`config.mk`:
```
export PLATFORM = sky130hd
export DESIGN_NAME = countdown_timer_pause_stat_core_flat
export DESIGN_NICKNAME = d
export VERILOG_FILES = /design/src/cdt_pkg.sv /design/src/cdt_ifs.sv /design/src/cdt_cfg_regs.sv /design/src/cdt_fsm.sv /design/src/countdown_timer_pause_stat_core.sv /design/src/flat_wrapper.sv
export SDC_FILE = /design/constraint.sdc
export NUM_CORES = 1
export LEC_CHECK = 0
export BUFFER_PORTS_ARGS = -buffer_cell sky130_fd_sc_hd__buf_2
export CELL_PAD_IN_SITES_DETAIL_PLACEMENT = 0
export CELL_PAD_IN_SITES_GLOBAL_PLACEMENT = 1
export CORE_MARGIN = 2
export CORE_UTILIZATION = 45
export DETAILED_ROUTE_END_ITERATION = 16
export HOLD_SLACK_MARGIN = 0.08
export PLACE_DENSITY_LB_ADDON = 0.25
export RECOVER_POWER = 25
export SETUP_SLACK_MARGIN = 0.4
export SLEW_MARGIN = 25
export SYNTH_ARGS = -nofsm -noshare
export SYNTH_HDL_FRONTEND = slang
export SYNTH_SLANG_ARGS = --single-unit
```
`constraint.sdc`:
```
create_clock -name clk -period 5.6 [get_ports clk]
set_input_delay 0.56 -clock clk [delete_from_list [all_inputs] [get_ports clk]]
set_output_delay 0.56 -clock clk [all_outputs]
set_load 0.03 [all_outputs]
```
`src/cdt_pkg.sv`:
```
`timescale 1ns / 1ps
// ----------------------------------------------------------------------------
// cdt_pkg
// Shared types, codes and reset values for the countdown timer core.
// ----------------------------------------------------------------------------
package cdt_pkg;

  localparam int TIME_WIDTH_DEF = 16;
  localparam int APB_AW         = 5;

  // Register indexes (byte address = 4 * index)
  localparam logic [2:0] REG_TIME_STEP   = 3'd0;
  localparam logic [2:0] REG_MAX_TIME    = 3'd1;
  localparam logic [2:0] REG_COUNT_DIV   = 3'd2;
  localparam logic [2:0] REG_STAT_HOLD   = 3'd3;
  localparam logic [2:0] REG_BEEP_PHASE  = 3'd4;

  localparam logic [7:0]  RST_TIME_STEP  = 8'd60;
  localparam logic [15:0] RST_MAX_TIME   = 16'd3600;
  localparam logic [7:0]  RST_COUNT_DIV  = 8'd10;
  localparam logic [7:0]  RST_STAT_HOLD  = 8'd30;
  localparam logic [3:0]  RST_BEEP_PHASE = 4'd5;

  // Event codes
  localparam logic [2:0] MODE_INC   = 3'd0;
  localparam logic [2:0] MODE_DEC   = 3'd1;
  localparam logic [2:0] MODE_TICK  = 3'd2;
  localparam logic [2:0] MODE_SS    = 3'd3;
  localparam logic [2:0] MODE_ABORT = 3'd4;

  localparam logic [1:0] STATUS_IGNORED    = 2'd0;
  localparam logic [1:0] STATUS_HANDLED    = 2'd1;
  localparam logic [1:0] STATUS_TRANSITION = 2'd2;

  localparam logic [1:0] MSG_NONE       = 2'd0;
  localparam logic [1:0] MSG_SET_TIME   = 2'd1;
  localparam logic [1:0] MSG_PAUSED     = 2'd2;
  localparam logic [1:0] MSG_PRODUCTIVE = 2'd3;

  // State codes as reported on the result channel
  localparam logic [2:0] NS_IDLE      = 3'd0;
  localparam logic [2:0] NS_TIME_SET  = 3'd1;
  localparam logic [2:0] NS_COUNTDOWN = 3'd2;
  localparam logic [2:0] NS_PAUSE     = 3'd3;
  localparam logic [2:0] NS_STAT      = 3'd4;

  typedef enum logic [4:0] {
    ST_IDLE  = 5'b00001,
    ST_SET   = 5'b00010,
    ST_CD    = 5'b00100,
    ST_PAUSE = 5'b01000,
    ST_STAT  = 5'b10000
  } state_t;

  typedef struct packed {
    logic [7:0]  time_step;
    logic [15:0] max_time;
    logic [7:0]  count_divider;
    logic [7:0]  stat_hold_ticks;
    logic [3:0]  beep_phase;
  } cfg_t;

  typedef struct packed {
    logic [2:0] mode;
    logic [3:0] sub_second;
  } cmd_t;

  typedef struct packed {
    logic [1:0]  status;
    logic [2:0]  new_state;
    logic        clear_display;
    logic [1:0]  message;
    logic        show_time;
    logic [15:0] time_value;
    logic        beep;
  } res_t;

  function automatic logic [2:0] state_code(input state_t s);
    logic [2:0] code;
    unique case (s)
      ST_IDLE:  code = NS_IDLE;
      ST_SET:   code = NS_TIME_SET;
      ST_CD:    code = NS_COUNTDOWN;
      ST_PAUSE: code = NS_PAUSE;
      ST_STAT:  code = NS_STAT;
      default:  code = NS_IDLE;
    endcase
    return code;
  endfunction

endpackage

```
`src/cdt_ifs.sv`:
```
`timescale 1ns / 1ps
// ----------------------------------------------------------------------------
// cdt_ifs
// Valid/ready channels for timer events and timer results.
// ----------------------------------------------------------------------------
interface cdt_cmd_if;
  logic       valid;
  logic       ready;
  logic [2:0] mode;
  logic [3:0] sub_second;

  modport source (output valid, output mode, output sub_second, input ready);
  modport sink   (input valid, input mode, input sub_second, output ready);
endinterface

interface cdt_rsp_if;
  logic        valid;
  logic        ready;
  logic [1:0]  status;
  logic [2:0]  new_state;
  logic        clear_display;
  logic [1:0]  message;
  logic        show_time;
  logic [15:0] time_value;
  logic        beep;

  modport source (output valid, output status, output new_state, output clear_display,
                  output message, output show_time, output time_value, output beep,
                  input ready);
  modport sink   (input valid, input status, input new_state, input clear_display,
                  input message, input show_time, input time_value, input beep,
                  output ready);
endinterface

```
`src/cdt_cfg_regs.sv`:
```
`timescale 1ns / 1ps
// ----------------------------------------------------------------------------
// cdt_cfg_regs
// APB-style configuration registers of the countdown timer.
// ----------------------------------------------------------------------------
module cdt_cfg_regs (
  input  logic                        clk,
  input  logic                        rst,
  input  logic                        psel,
  input  logic                        penable,
  input  logic                        pwrite,
  input  logic [cdt_pkg::APB_AW-1:0]  paddr,
  input  logic [31:0]                 pwdata,
  output logic [31:0]                 prdata,
  output cdt_pkg::cfg_t               cfg
);
  import cdt_pkg::*;

  logic [2:0] idx;
  logic       wr;

  assign idx = paddr[APB_AW-1:2];
  assign wr  = psel && penable && pwrite;

  always_ff @(posedge clk) begin
    if (rst) begin
      cfg.time_step       <= RST_TIME_STEP;
      cfg.max_time        <= RST_MAX_TIME;
      cfg.count_divider   <= RST_COUNT_DIV;
      cfg.stat_hold_ticks <= RST_STAT_HOLD;
      cfg.beep_phase      <= RST_BEEP_PHASE;
    end else if (wr) begin
      unique case (idx)
        REG_TIME_STEP:  cfg.time_step       <= pwdata[7:0];
        REG_MAX_TIME:   cfg.max_time        <= pwdata[15:0];
        REG_COUNT_DIV:  cfg.count_divider   <= pwdata[7:0];
        REG_STAT_HOLD:  cfg.stat_hold_ticks <= pwdata[7:0];
        REG_BEEP_PHASE: cfg.beep_phase      <= pwdata[3:0];
        default: ;
      endcase
    end
  end

  always_comb begin
    unique case (idx)
      REG_TIME_STEP:  prdata = {24'd0, cfg.time_step};
      REG_MAX_TIME:   prdata = {16'd0, cfg.max_time};
      REG_COUNT_DIV:  prdata = {24'd0, cfg.count_divider};
      REG_STAT_HOLD:  prdata = {24'd0, cfg.stat_hold_ticks};
      REG_BEEP_PHASE: prdata = {28'd0, cfg.beep_phase};
      default:        prdata = 32'd0;
    endcase
  end

endmodule

```
`src/cdt_fsm.sv`:
```
`timescale 1ns / 1ps
// ----------------------------------------------------------------------------
// cdt_fsm
// Timer state machine: state registers and the per-event next-state logic.
// ----------------------------------------------------------------------------
module cdt_fsm #(
  parameter int TIME_WIDTH = cdt_pkg::TIME_WIDTH_DEF
) (
  input  logic          clk,
  input  logic          rst,
  input  logic          fire,
  input  cdt_pkg::cmd_t item,
  input  cdt_pkg::cfg_t cfg,
  output cdt_pkg::res_t res
);
  import cdt_pkg::*;

  localparam int CMP_W = (TIME_WIDTH >= 16) ? TIME_WIDTH + 1 : 17;

  state_t                phase, phase_next, target;
  logic [TIME_WIDTH-1:0] remaining, remaining_next;
  logic [TIME_WIDTH-1:0] elapsed, elapsed_next;
  logic [TIME_WIDTH-1:0] productive, productive_next;
  logic [7:0]            cd_ticks, cd_ticks_next;
  logic [7:0]            stat_ticks, stat_ticks_next;

  logic [TIME_WIDTH-1:0] step_w, rem_add, rem_sub, rem_dec, tval;
  logic [TIME_WIDTH+15:0] tval_ext;
  logic [CMP_W-1:0]      inc_sum;
  logic                  can_inc, can_dec, do_go;
  logic [7:0]            cd_inc, st_inc;
  logic [1:0]            status, msg;
  logic                  clr, show, beep;

  assign step_w  = TIME_WIDTH'(cfg.time_step);
  assign rem_add = remaining + step_w;
  assign rem_sub = remaining - step_w;
  assign rem_dec = (remaining != '0) ? remaining - 1'b1 : '0;
  // Limit check without wrap: widen both sides past either operand
  assign inc_sum = CMP_W'(remaining) + CMP_W'(cfg.time_step);
  assign can_inc = inc_sum < CMP_W'(cfg.max_time);
  assign can_dec = remaining >= step_w;
  assign cd_inc  = cd_ticks + 8'd1;
  assign st_inc  = stat_ticks + 8'd1;

  always_comb begin
    phase_next      = phase;
    remaining_next  = remaining;
    elapsed_next    = elapsed;
    productive_next = productive;
    cd_ticks_next   = cd_ticks;
    stat_ticks_next = stat_ticks;
    target          = phase;
    do_go           = 1'b0;
    status          = STATUS_IGNORED;
    msg             = MSG_NONE;
    clr             = 1'b0;
    show            = 1'b0;
    tval            = '0;
    beep            = 1'b0;

    unique case (phase)
      ST_IDLE: begin
        if (item.mode == MODE_INC) begin
          remaining_next = rem_add;
          do_go          = 1'b1;
          target         = ST_SET;
        end else if (item.mode == MODE_TICK) begin
          if (item.sub_second == cfg.beep_phase) begin
            beep   = 1'b1;
            status = STATUS_HANDLED;
          end
        end else if (item.mode == MODE_SS) begin
          do_go  = 1'b1;
          target = ST_STAT;
        end
      end
      ST_SET: begin
        if (item.mode == MODE_INC) begin
          status = STATUS_HANDLED;
          if (can_inc) begin
            remaining_next = rem_add;
            show           = 1'b1;
            tval           = rem_add;
          end
        end else if (item.mode == MODE_DEC) begin
          status = STATUS_HANDLED;
          if (can_dec) begin
            remaining_next = rem_sub;
            show           = 1'b1;
            tval           = rem_sub;
          end
        end else if (item.mode == MODE_SS) begin
          if (can_dec) begin
            do_go  = 1'b1;
            target = ST_CD;
          end
        end else if (item.mode == MODE_ABORT) begin
          do_go  = 1'b1;
          target = ST_IDLE;
        end
      end
      ST_CD: begin
        if (item.mode == MODE_TICK) begin
          cd_ticks_next = cd_inc;
          if (cd_inc >= cfg.count_divider) begin
            cd_ticks_next  = 8'd0;
            remaining_next = rem_dec;
            if (elapsed != '1) begin
              elapsed_next = elapsed + 1'b1;
            end
            show = 1'b1;
            tval = rem_dec;
            if (rem_dec == '0) begin
              do_go  = 1'b1;
              target = ST_IDLE;
            end else begin
              status = STATUS_HANDLED;
            end
          end
        end else if (item.mode == MODE_SS) begin
          do_go  = 1'b1;
          target = ST_PAUSE;
        end else if (item.mode == MODE_ABORT) begin
          do_go  = 1'b1;
          target = ST_IDLE;
        end
      end
      ST_PAUSE: begin
        if (item.mode == MODE_INC) begin
          if (can_inc) begin
            remaining_next = rem_add;
            do_go          = 1'b1;
            target         = ST_SET;
          end
        end else if (item.mode == MODE_DEC) begin
          if (can_dec) begin
            remaining_next = rem_sub;
            do_go          = 1'b1;
            target         = ST_SET;
          end
        end else if (item.mode == MODE_SS) begin
          do_go  = 1'b1;
          target = ST_CD;
        end else if (item.mode == MODE_ABORT) begin
          do_go  = 1'b1;
          target = ST_IDLE;
        end
      end
      ST_STAT: begin
        if (item.mode == MODE_TICK) begin
          stat_ticks_next = st_inc;
          if (st_inc >= cfg.stat_hold_ticks) begin
            stat_ticks_next = 8'd0;
            do_go           = 1'b1;
            target          = ST_IDLE;
          end
        end
      end
      default: ;
    endcase

    // Transition: exit action of the old state, then entry action of the new
    if (do_go) begin
      status     = STATUS_TRANSITION;
      phase_next = target;
      if (phase == ST_CD) begin
        productive_next = elapsed_next;
        elapsed_next    = '0;
      end else begin
        clr = 1'b1;
      end
      unique case (target)
        ST_IDLE: begin
          msg            = MSG_SET_TIME;
          show           = 1'b1;
          tval           = '0;
          remaining_next = '0;
          elapsed_next   = '0;
        end
        ST_SET: begin
          show = 1'b1;
          tval = remaining_next;
        end
        ST_PAUSE: msg = MSG_PAUSED;
        ST_STAT: begin
          msg  = MSG_PRODUCTIVE;
          show = 1'b1;
          tval = productive_next;
        end
        default: ;
      endcase
    end
  end

  assign tval_ext = {16'd0, tval};

  always_comb begin
    res.status        = status;
    res.new_state     = state_code(phase_next);
    res.clear_display = clr;
    res.message       = msg;
    res.show_time     = show;
    res.time_value    = tval_ext[15:0];
    res.beep          = beep;
  end

  always_ff @(posedge clk) begin
    if (rst) begin
      phase      <= ST_IDLE;
      remaining  <= '0;
      elapsed    <= '0;
      productive <= '0;
      cd_ticks   <= 8'd0;
      stat_ticks <= 8'd0;
    end else if (fire) begin
      phase      <= phase_next;
      remaining  <= remaining_next;
      elapsed    <= elapsed_next;
      productive <= productive_next;
      cd_ticks   <= cd_ticks_next;
      stat_ticks <= stat_ticks_next;
    end
  end

endmodule

```
`src/countdown_timer_pause_stat_core.sv`:
```
`timescale 1ns / 1ps
// ----------------------------------------------------------------------------
// countdown_timer_pause_stat_core
// Five-state countdown timer with pause and statistics view, one event per
// request, one result per event.
// ----------------------------------------------------------------------------
// Usage:
//   cmd  - event requests (mode, sub_second), valid/ready.
//   rsp  - one result per event (status, new_state, display actions, beep).
//   APB  - five configuration registers at byte addresses 0x00..0x10;
//          write them only while no event is in flight. pready is tied high.
// Path: an accepted event passes the input register, then the state machine
//   feeds the result register.
// Throughput: one event per cycle unless rsp is held off; the state update
//   is compare, add or subtract and transition logic, all combinational.
// Stall: while rsp is held off, the result register holds and the input
//   register keeps one more request; cmd.ready drops only when both are full.
// Reset (rst, synchronous): state idle, remaining/elapsed/productive time
//   and both tick counters cleared, registers back to their defaults.
// ----------------------------------------------------------------------------
module countdown_timer_pause_stat_core #(
  parameter int TIME_WIDTH = cdt_pkg::TIME_WIDTH_DEF
) (
  input  logic                       clk,
  input  logic                       rst,
  cdt_cmd_if.sink                    cmd,
  cdt_rsp_if.source                  rsp,
  input  logic                       psel,
  input  logic                       penable,
  input  logic                       pwrite,
  input  logic [cdt_pkg::APB_AW-1:0] paddr,
  input  logic [31:0]                pwdata,
  output logic [31:0]                prdata,
  output logic                       pready
);
  import cdt_pkg::*;

  cfg_t cfg;
  cmd_t s1_item;
  res_t res, out_res;
  logic s1_valid, out_valid, out_free, fire;

  assign pready = 1'b1;

  cdt_cfg_regs u_regs (
    .clk     (clk),
    .rst     (rst),
    .psel    (psel),
    .penable (penable),
    .pwrite  (pwrite),
    .paddr   (paddr),
    .pwdata  (pwdata),
    .prdata  (prdata),
    .cfg     (cfg)
  );

  // Pipeline control: the result register frees when empty or being taken;
  // the input register advances into it whenever it frees.
  assign out_free  = !out_valid || rsp.ready;
  assign fire      = s1_valid && out_free;
  assign cmd.ready = !s1_valid || out_free;

  // Input register: capture the request
  always_ff @(posedge clk) begin
    if (rst) begin
      s1_valid <= 1'b0;
    end else if (cmd.ready) begin
      s1_valid <= cmd.valid;
    end
  end

  always_ff @(posedge clk) begin
    if (cmd.valid && cmd.ready) begin
      s1_item.mode       <= cmd.mode;
      s1_item.sub_second <= cmd.sub_second;
    end
  end

  // State machine: advance state only when the event moves on
  cdt_fsm #(
    .TIME_WIDTH (TIME_WIDTH)
  ) u_fsm (
    .clk  (clk),
    .rst  (rst),
    .fire (fire),
    .item (s1_item),
    .cfg  (cfg),
    .res  (res)
  );

  // Result register: hold while the receiver stalls
  always_ff @(posedge clk) begin
    if (rst) begin
      out_valid <= 1'b0;
    end else if (out_free) begin
      out_valid <= s1_valid;
    end
  end

  always_ff @(posedge clk) begin
    if (fire) begin
      out_res <= res;
    end
  end

  assign rsp.valid         = out_valid;
  assign rsp.status        = out_res.status;
  assign rsp.new_state     = out_res.new_state;
  assign rsp.clear_display = out_res.clear_display;
  assign rsp.message       = out_res.message;
  assign rsp.show_time     = out_res.show_time;
  assign rsp.time_value    = out_res.time_value;
  assign rsp.beep          = out_res.beep;

`ifndef SYNTHESIS
  // A request stuck in the input register keeps its contents
  a_s1_hold: assert property (@(posedge clk) disable iff (rst)
    s1_valid && !out_free |=> s1_valid && $stable(s1_item))
    else $error("input register lost or changed a stalled request");

  // An ignored event drives no display action and no beep
  a_ignored_quiet: assert property (@(posedge clk) disable iff (rst)
    rsp.valid && rsp.status == STATUS_IGNORED |->
      !rsp.show_time && !rsp.beep && !rsp.clear_display && rsp.message == MSG_NONE)
    else $error("ignored event produced an action");

  // Entering idle always shows the set-time message with time zero
  a_idle_entry: assert property (@(posedge clk) disable iff (rst)
    rsp.valid && rsp.status == STATUS_TRANSITION && rsp.new_state == NS_IDLE |->
      rsp.message == MSG_SET_TIME && rsp.show_time && rsp.time_value == 16'd0)
    else $error("idle entry action missing");

  // Beeps come only from a handled tick while idle
  a_beep_idle: assert property (@(posedge clk) disable iff (rst)
    rsp.valid && rsp.beep |-> rsp.status == STATUS_HANDLED && rsp.new_state == NS_IDLE)
    else $error("beep outside idle");
`endif

endmodule

```
`src/flat_wrapper.sv`:
```
// flat-port wrapper written by rule: the top's interface ports become plain ports
module countdown_timer_pause_stat_core_flat import cdt_pkg::*;
#(
  parameter int TIME_WIDTH = cdt_pkg::TIME_WIDTH_DEF
)
  (clk, rst, psel, penable, pwrite, paddr, pwdata, prdata, pready, cmd_valid, cmd_mode, cmd_sub_second, cmd_ready, rsp_valid, rsp_status, rsp_new_state, rsp_clear_display, rsp_message, rsp_show_time, rsp_time_value, rsp_beep, rsp_ready);
  cdt_cmd_if cmd_i ();
  cdt_rsp_if rsp_i ();
  input  logic clk;
  input  logic rst;
  input  logic psel;
  input  logic penable;
  input  logic pwrite;
  input  logic [cdt_pkg::APB_AW-1:0] paddr;
  input  logic [31:0] pwdata;
  output logic [31:0] prdata;
  output logic pready;
  input wire logic [$bits(cmd_i.valid)-1:0] cmd_valid;
  input wire logic [$bits(cmd_i.mode)-1:0] cmd_mode;
  input wire logic [$bits(cmd_i.sub_second)-1:0] cmd_sub_second;
  output wire logic [$bits(cmd_i.ready)-1:0] cmd_ready;
  output wire logic [$bits(rsp_i.valid)-1:0] rsp_valid;
  output wire logic [$bits(rsp_i.status)-1:0] rsp_status;
  output wire logic [$bits(rsp_i.new_state)-1:0] rsp_new_state;
  output wire logic [$bits(rsp_i.clear_display)-1:0] rsp_clear_display;
  output wire logic [$bits(rsp_i.message)-1:0] rsp_message;
  output wire logic [$bits(rsp_i.show_time)-1:0] rsp_show_time;
  output wire logic [$bits(rsp_i.time_value)-1:0] rsp_time_value;
  output wire logic [$bits(rsp_i.beep)-1:0] rsp_beep;
  input wire logic [$bits(rsp_i.ready)-1:0] rsp_ready;
  assign cmd_i.valid = cmd_valid;
  assign cmd_i.mode = cmd_mode;
  assign cmd_i.sub_second = cmd_sub_second;
  assign cmd_ready = cmd_i.ready;
  assign rsp_valid = rsp_i.valid;
  assign rsp_status = rsp_i.status;
  assign rsp_new_state = rsp_i.new_state;
  assign rsp_clear_display = rsp_i.clear_display;
  assign rsp_message = rsp_i.message;
  assign rsp_show_time = rsp_i.show_time;
  assign rsp_time_value = rsp_i.time_value;
  assign rsp_beep = rsp_i.beep;
  assign rsp_i.ready = rsp_ready;
  countdown_timer_pause_stat_core #(.TIME_WIDTH(TIME_WIDTH)) u_core (.clk(clk), .rst(rst), .cmd(cmd_i), .rsp(rsp_i), .psel(psel), .penable(penable), .pwrite(pwrite), .paddr(paddr), .pwdata(pwdata), .prdata(prdata), .pready(pready));
endmodule
```
==> metrics.cfg, run 1 <==
[run_status]
outcome = finished with violations
violations = max-capacitance violations, max-slew violations

[place]
gp_congestion = 1.02
placed_area_mm2 = 0.0121
dp_hpwl_mm = 28.6
pre_cts_ws_ns = 0.469
io_buffers = 76

[yosys]
synth.top_cell.area_share = 0.202
synth_area_leaders = dfxtp_1 (20%), edfxtp_1 (8.7%), nor2_1 (5.8%), ha_1 (5.6%), a21oi_1 (4.8%)
synth_cell_type_count = 93
yosysTopAreaCell = dfxtp_1
ys_warn_count = 0
synth.avg_cell_area_um2 = 7.89
yosysMostFrequentCell = nor2_1
netlist_instances = 1441
synthTopCellsByCount = nor2_1 (177), nand2_1 (128), dfxtp_1 (115)
ys_seq_area_frac = 0.290
ys_seq_elements = 148
synth-main-ff-cell = dfxtp_1
async_reset_ff_frac = 0
netlist_area_mm2 = 0.0114
synth_edf_count = 33

[sta]
tightest_slew_ns = 3.17
timing.fmax_mhz = 203
setup_viol = 0
rsz0062_at_grt = no
hold_viol = 0
setup_tns_ns = 0
min_period_over_period = 0.878
slew-limit-headroom = -1.12
clock_skew_ns = 0.0215
maxSlewViolCount = 97
worst_slack_ns = 0.681
fin_crit_ns = 4.92

[floorplanning]
die_height_um = 163
die-area_mm2 = 0.0266
ios = 112
core_mm2 = 0.0250
start_util = 0.456
die_w_um = 163
row_count = 58

[worst_setup_path]
rrSetupSlack_ns = 0.68
crit_type = flop to flop
end_kind = flop
worstSetupStartpointType = flop
required_ns = 5.76
critPathMaxFanout = 6
crit_arrival_ns = 5.08

[cells_and_area]
syn_to_final_growth_pct = 12.3
regArea_mm2 = 0.00329
num_antenna_cells = 0
drive_gt1_frac = 0.136
utilization = 0.512
nets = 1596
multi_input_area_mm2 = 0.00749
fill_cells = 2517
finish.instance_area_mm2 = 0.0128

[global_routing]
grt_use_total = 0.289
antenna_found_initial = 0
grt_pass1_vias = 10400
grt_pass1_wl_mm = 59.2
overflow = 0
grt_max_degree = 69

[clocking]
clockBufferDepth = 2
worstSkewPairLatency_ns = 0.44
clkTransAtPathRegs_ns = 0.07
cts_tree = done
numCtsBuffers = 17
root_buffer = clkbuf_16
cts_sinks = 148
htree_num_levels = 4
holdBufCountCts = 0

[detailed_routing]
dr_total_vias = 11500
routedWlPerCell_um = 21.3
antenna_left = 0
first_pass_iters = 7
drc = 0
drt_iter0_markers = 1354
vias_per_cell = 6.26
wl_mm = 39.0

[power]
peakVddDrop_mv = 0.182
p_leak_nw = 5.07
combPwrFrac = 0.145
internal_power_mw = 1.90
power.density_mw_per_mm2 = 213
netSwitchingPower_uw = 823
swShare = 0.302
p_clk_frac = 0.441
power_mw = 2.72
seqPwrFrac = 0.415

[flow_run]
maxCapViolCount = 2

[worst_hold_path]
min_path_type = primary input to flop

[timing repair]
action	in CTS	in global routing
setup endpoints to repair	0	31
gates resized for setup	0	21
setup buffers	0	3
endpoints found under the hold margin	0	0
[registers in the layout (all words and copies together), names as in the netlist]
signal and flops:
u_core.u_regs.cfg 44, u_core.rsp.time_value 16, u_core.u_fsm.elapsed 16, u_core.u_fsm.productive 16, u_core.u_fsm.remaining 16, u_core.u_fsm.cd_ticks 8
u_core.u_fsm.stat_ticks 8, u_core.s1_item 7, u_core.u_fsm.phase 5, u_core.rsp.new_state 3, u_core.rsp.message 2, u_core.rsp.status 2
u_core.rsp.beep 1, u_core.rsp.clear_display 1, u_core.rsp.show_time 1, u_core.rsp.valid 1, u_core.s1_valid 1
[final timing paths]
kind / from / end / depth (start not counted)
setup / recovery: u_core.u_fsm.remaining[0] / u_core.rsp.show_time / 20
hold reg to reg: u_core.u_fsm.productive[10] / u_core.u_fsm.productive[10] / 2
setup reg to reg: u_core.u_fsm.remaining[0] / u_core.rsp.show_time / 20
hold / removal: cmd_sub_second[0] / u_core.s1_item[0] / 1
[final cells by class]
type                    instances  share of cell area
clock buffers                  19              0.0363
clock inverters                13              0.0104
inverters                      70              0.0206
multi-input cells            1131               0.586
flip-flops and latches        148               0.258
well taps                     330              0.0323
repair buffers                124              0.0562
[critical path, stage by stage, from the launching register on]
cell and delay (ns):
dfxtp_1 0.37, ha_1 0.18, inv_1 0.06, fa_1 0.47, o21bai_1 0.21, o211ai_1 0.23
a211oi_2 0.34, buf_4 0.17, nand3_4 0.14, xnor2_2 0.20, ha_1 0.30, nand3_1 0.08
a21oi_1 0.15, o21ai_0 0.13, o21ba_2 0.27, o21ai_1 0.08, buf_4 0.21, a21bo_2 0.25
a21oi_4 0.26, nand2_4 0.13, or3_1 0.40
[cell usage in the layout, fill, tap and decap left out, types with 29 or more instances in the layout]
cell type	instances
a21oi_1	107
buf_2	48
buf_4	45
clkbuf_1	29
dfxtp_1	114
edfxtp_1	33
ha_1	51
inv_1	69
mux2i_1	36
nand2_1	128
nand3_1	48
nor2_1	176
nor3_1	34
o21ai_0	59
xnor2_1	29
[power groups by stage]
stage          clock, mW  combinational [mW]  sequential, mW
2_1_floorplan          0               0.259            1.16
3_3_place_gp           0               0.378            1.15
3_5_place_dp           0               0.380            1.15
4_1_cts             1.22               0.382            1.13
5_1_grt             1.26               0.421            1.13
6_report            1.20               0.394            1.13
[through the flow]
step | hold slack (ns) | instances
floorplan | 0.441 | 1456
global placement | 0.451 | 1800
detailed placement | 0.455 | 1800
CTS | 0.286 | 1832
global route | 0.290 | 1835
finish | 0.297 | 1835
[logic make-up (layout without fill, tap and decap cells)]
family | Yosys count | in the layout | synth area share
xor+xnor | 54 | 54 | 0.0416
simple gates | 541 | 541 | 0.231
flops | 148 | 148 | 0.290
fa+ha+maj | 53 | 53 | 0.0596
mux | 50 | 50 | 0.0505
other cells | 2 | 17 | 0.000660
buf+inv | 177 | 226 | 0.0673
compound gates | 416 | 416 | 0.260
[layer usage]
layer	wire (um)	track usage	vias to the layer above
met2	17500	0.450	532
met4	1560	0.122	0
li1	-	-	5341
met5	0	0	-
met3	2720	0.0425	103
met1	17300	0.401	5502
(Power assumes the default switching activity.)
==> run 2: changes to the inputs <==
Settings changed: REMOVE_ABC_BUFFERS set to 1.
==> run 2 against run 1 <==
  * The run still ends with max-capacitance violations, max-slew violations left
  * Worst hold slack improved by 0.0029 ns
  * Cell count shrank 0.16%
  * Sequential power is essentially flat
  * Clock skew down 0.010 ns
  * Sequential share of layout area increased by 0.19 points
  * Maximum frequency decreased by 0.37%
  * Critical path depth fell by 2
  * Setup slack got worse by 0.018 ns
  * Global-route usage fell by 0.52 points
  * Non-clock buffer count is 3 lower
  * Final area is 0.74% lower
  * Largest power group unchanged
==> metrics.cfg, run 2 (synthesis results as in run 1) <==
[sta]
setup_tns_ns = 0  ; unchanged
fin_crit_ns = 4.94  ; +0.0185 ns
tightest_slew_ns = 2.95  ; -0.222 ns
setup_viol = 0  ; unchanged
clock_skew_ns = 0.0111  ; -0.0103 ns
hold_viol = 0  ; unchanged
rsz0062_at_grt = no
timing.fmax_mhz = 203  ; -0.37%
min_period_over_period = 0.882  ; +0.00330
slew-limit-headroom = -0.967  ; +0.148
maxSlewViolCount = 97  ; unchanged

[clocking]
clockBufferDepth = 2  ; unchanged
holdBufCountCts = 0  ; unchanged
clkTransAtPathRegs_ns = 0.07  ; about the same
htree_num_levels = 4  ; unchanged
numCtsBuffers = 17  ; unchanged
cts_sinks = 148  ; unchanged
root_buffer = clkbuf_16
cts_tree = done
worstSkewPairLatency_ns = 0.43  ; about the same

[cells_and_area]
mostFrequentLayoutCells = nor2_1 (175), nand2_1 (128), dfxtp_1 (114)
num_antenna_cells = 0  ; unchanged
regMostFlops = u_core.u_regs.cfg
fill_cells = 2527  ; +0.40%
final_common_cell = nor2_1
drive_gt1_frac = 0.130  ; -0.00572
largest_reg_flops = 44  ; unchanged
nets = 1593  ; -0.19%
syn_to_final_growth_pct = 11.5

[power]
power.density_mw_per_mm2 = 211  ; -1.2%
p_leak_nw = 5.03  ; -0.89%
peakVddDrop_mv = 0.169  ; -7.0%
power_mw = 2.67  ; -2.0%

[global_routing]
grt_use_total = 0.284  ; -0.00517
grt_max_degree = 67  ; -2.9%
grt_pass1_wl_mm = 58.4  ; -1.4%
antenna_found_initial = 0  ; unchanged
grt_pass1_vias = 10400  ; +0.85%
overflow = 0  ; unchanged

[worst_setup_path]
required_ns = 5.76  ; about the same
crit_path_end = u_core.rsp.time_value[14]
critical-path-slowest-cell = a2111oi_1
critPathMaxFanout = 8  ; +2
crit_chain = inv_1 > ha_1 > inv_1 > a2111oi_1 > a211oi_2 > buf_4 > nand2_1 > xnor2_1 > ha_1 > a21oi_1 > o211ai_1 > a21o_1 > o21ai_0 > a31oi_1 > o211a_1 > nor4_1 > o22a_1 > mux2i_1
crit_type = flop to flop
r2r-end = u_core.rsp.time_value[14]
end_kind = flop
ff2ff_path_depth = 18  ; -10%
critical_path.max_stage_delay_ns = 0.62  ; +0.15 ns
crit_arrival_ns = 5.10  ; +0.02 ns
rrSetupSlack_ns = 0.66  ; -0.02 ns
rr_startpoint = u_core.u_regs.cfg[41]
startpoint = u_core.u_regs.cfg[41]
worstSetupStartpointType = flop

[detailed_routing]
dr_total_vias = 11200  ; -2.1%
routedWlPerCell_um = 20.7  ; -2.7%
vias_per_cell = 6.13  ; -2.0%
antenna_left = 0  ; unchanged
wl_mm = 37.9  ; -2.9%
drt_iter0_markers = 1125  ; -17%
first_pass_iters = 5  ; -2
drc = 0  ; unchanged

[flow_run]
maxCapViolCount = 2  ; unchanged

[floorplanning]
die_height_um = 163  ; unchanged
die-area_mm2 = 0.0266  ; unchanged
row_count = 58  ; unchanged
core_mm2 = 0.0250  ; unchanged
start_util = 0.456  ; unchanged
ios = 112  ; unchanged
die_w_um = 163  ; unchanged

[run_status]
outcome = finished with violations
violations = max-capacitance violations, max-slew violations

[place]
io_buffers = 76  ; unchanged
dp_hpwl_mm = 28.4  ; -1.0%
gp_congestion = 0.989  ; -2.6%

[worst_hold_path]
min_path_type = primary input to flop

## run 2: power by group
part / switching [mW] / internal [mW]
sequential: 0.0149 / 1.11
clock: 0.524 / 0.628
combinational: 0.270 / 0.121
total: 0.809 / 1.86
## run 2: worst min path at each step
stage                                start                           to  cells past startpoint
2_1_floorplan  u_core.u_fsm.productive[10]  u_core.u_fsm.productive[10]                      2
3_3_place_gp   u_core.u_fsm.productive[10]  u_core.u_fsm.productive[10]                      2
3_5_place_dp         u_core.u_regs.cfg[34]        u_core.u_regs.cfg[34]                      2
4_1_cts                  cmd_sub_second[2]            u_core.s1_item[2]                      1
5_1_grt                  cmd_sub_second[1]            u_core.s1_item[1]                      1
6_report                       cmd_mode[1]            u_core.s1_item[5]                      1
## run 2: metrics by stage
stage	cells	util	worst slack (ns)	area, um2	hold slack, ns
floorplan	1349	-	0.0731	10900	0.435
global placement	1799	0.484	0.431	12100	0.450
detailed placement	1799	0.484	0.377	12100	0.457
CTS	1831	0.507	0.392	12700	0.294
global route	1832	0.508	0.408	12700	0.296
finish	1832	0.508	0.662	12700	0.300
## run 2: repair_timing
action,CTS,global route
pin swaps,0,2
setup buffers,0,1
resized for setup,2,11
setup endpoints to repair,6,41
## run 2: worst max-delay path, delay by kind of cell, from the launching register on
| family | cells | cell delay [ns] |
|---|---|---|
| adder cells (fa/ha/maj) | 2 | 0.80 |
| buffers and inverters | 3 | 0.41 |
| flip-flops | 1 | 0.38 |
| AND/OR/NAND/NOR | 2 | 0.70 |
| AO/OA/AOI/OAI | 9 | 2.21 |
| multiplexers | 1 | 0.06 |
| XOR/XNOR | 1 | 0.09 |
## run 2: routing by layer
layer	GRT usage	up-vias	wire length, um
met5	0	-	0
met4	0.122	0	1480
met3	0.0390	94	2560
met2	0.429	454	16700
met1	0.405	5348	17200
li1	-	5339	-
## run 2: layout make-up
cell class | instances | area [um2] | area share
multi-input combinational | 1131 | 7450 | 0.587
sequential | 148 | 3290 | 0.260
timing repair buffer | 121 | 692 | 0.0546
clock buffer | 18 | 429 | 0.0338
tap | 330 | 413 | 0.0326
inverter | 70 | 263 | 0.0207
clock inverter | 14 | 140 | 0.0111
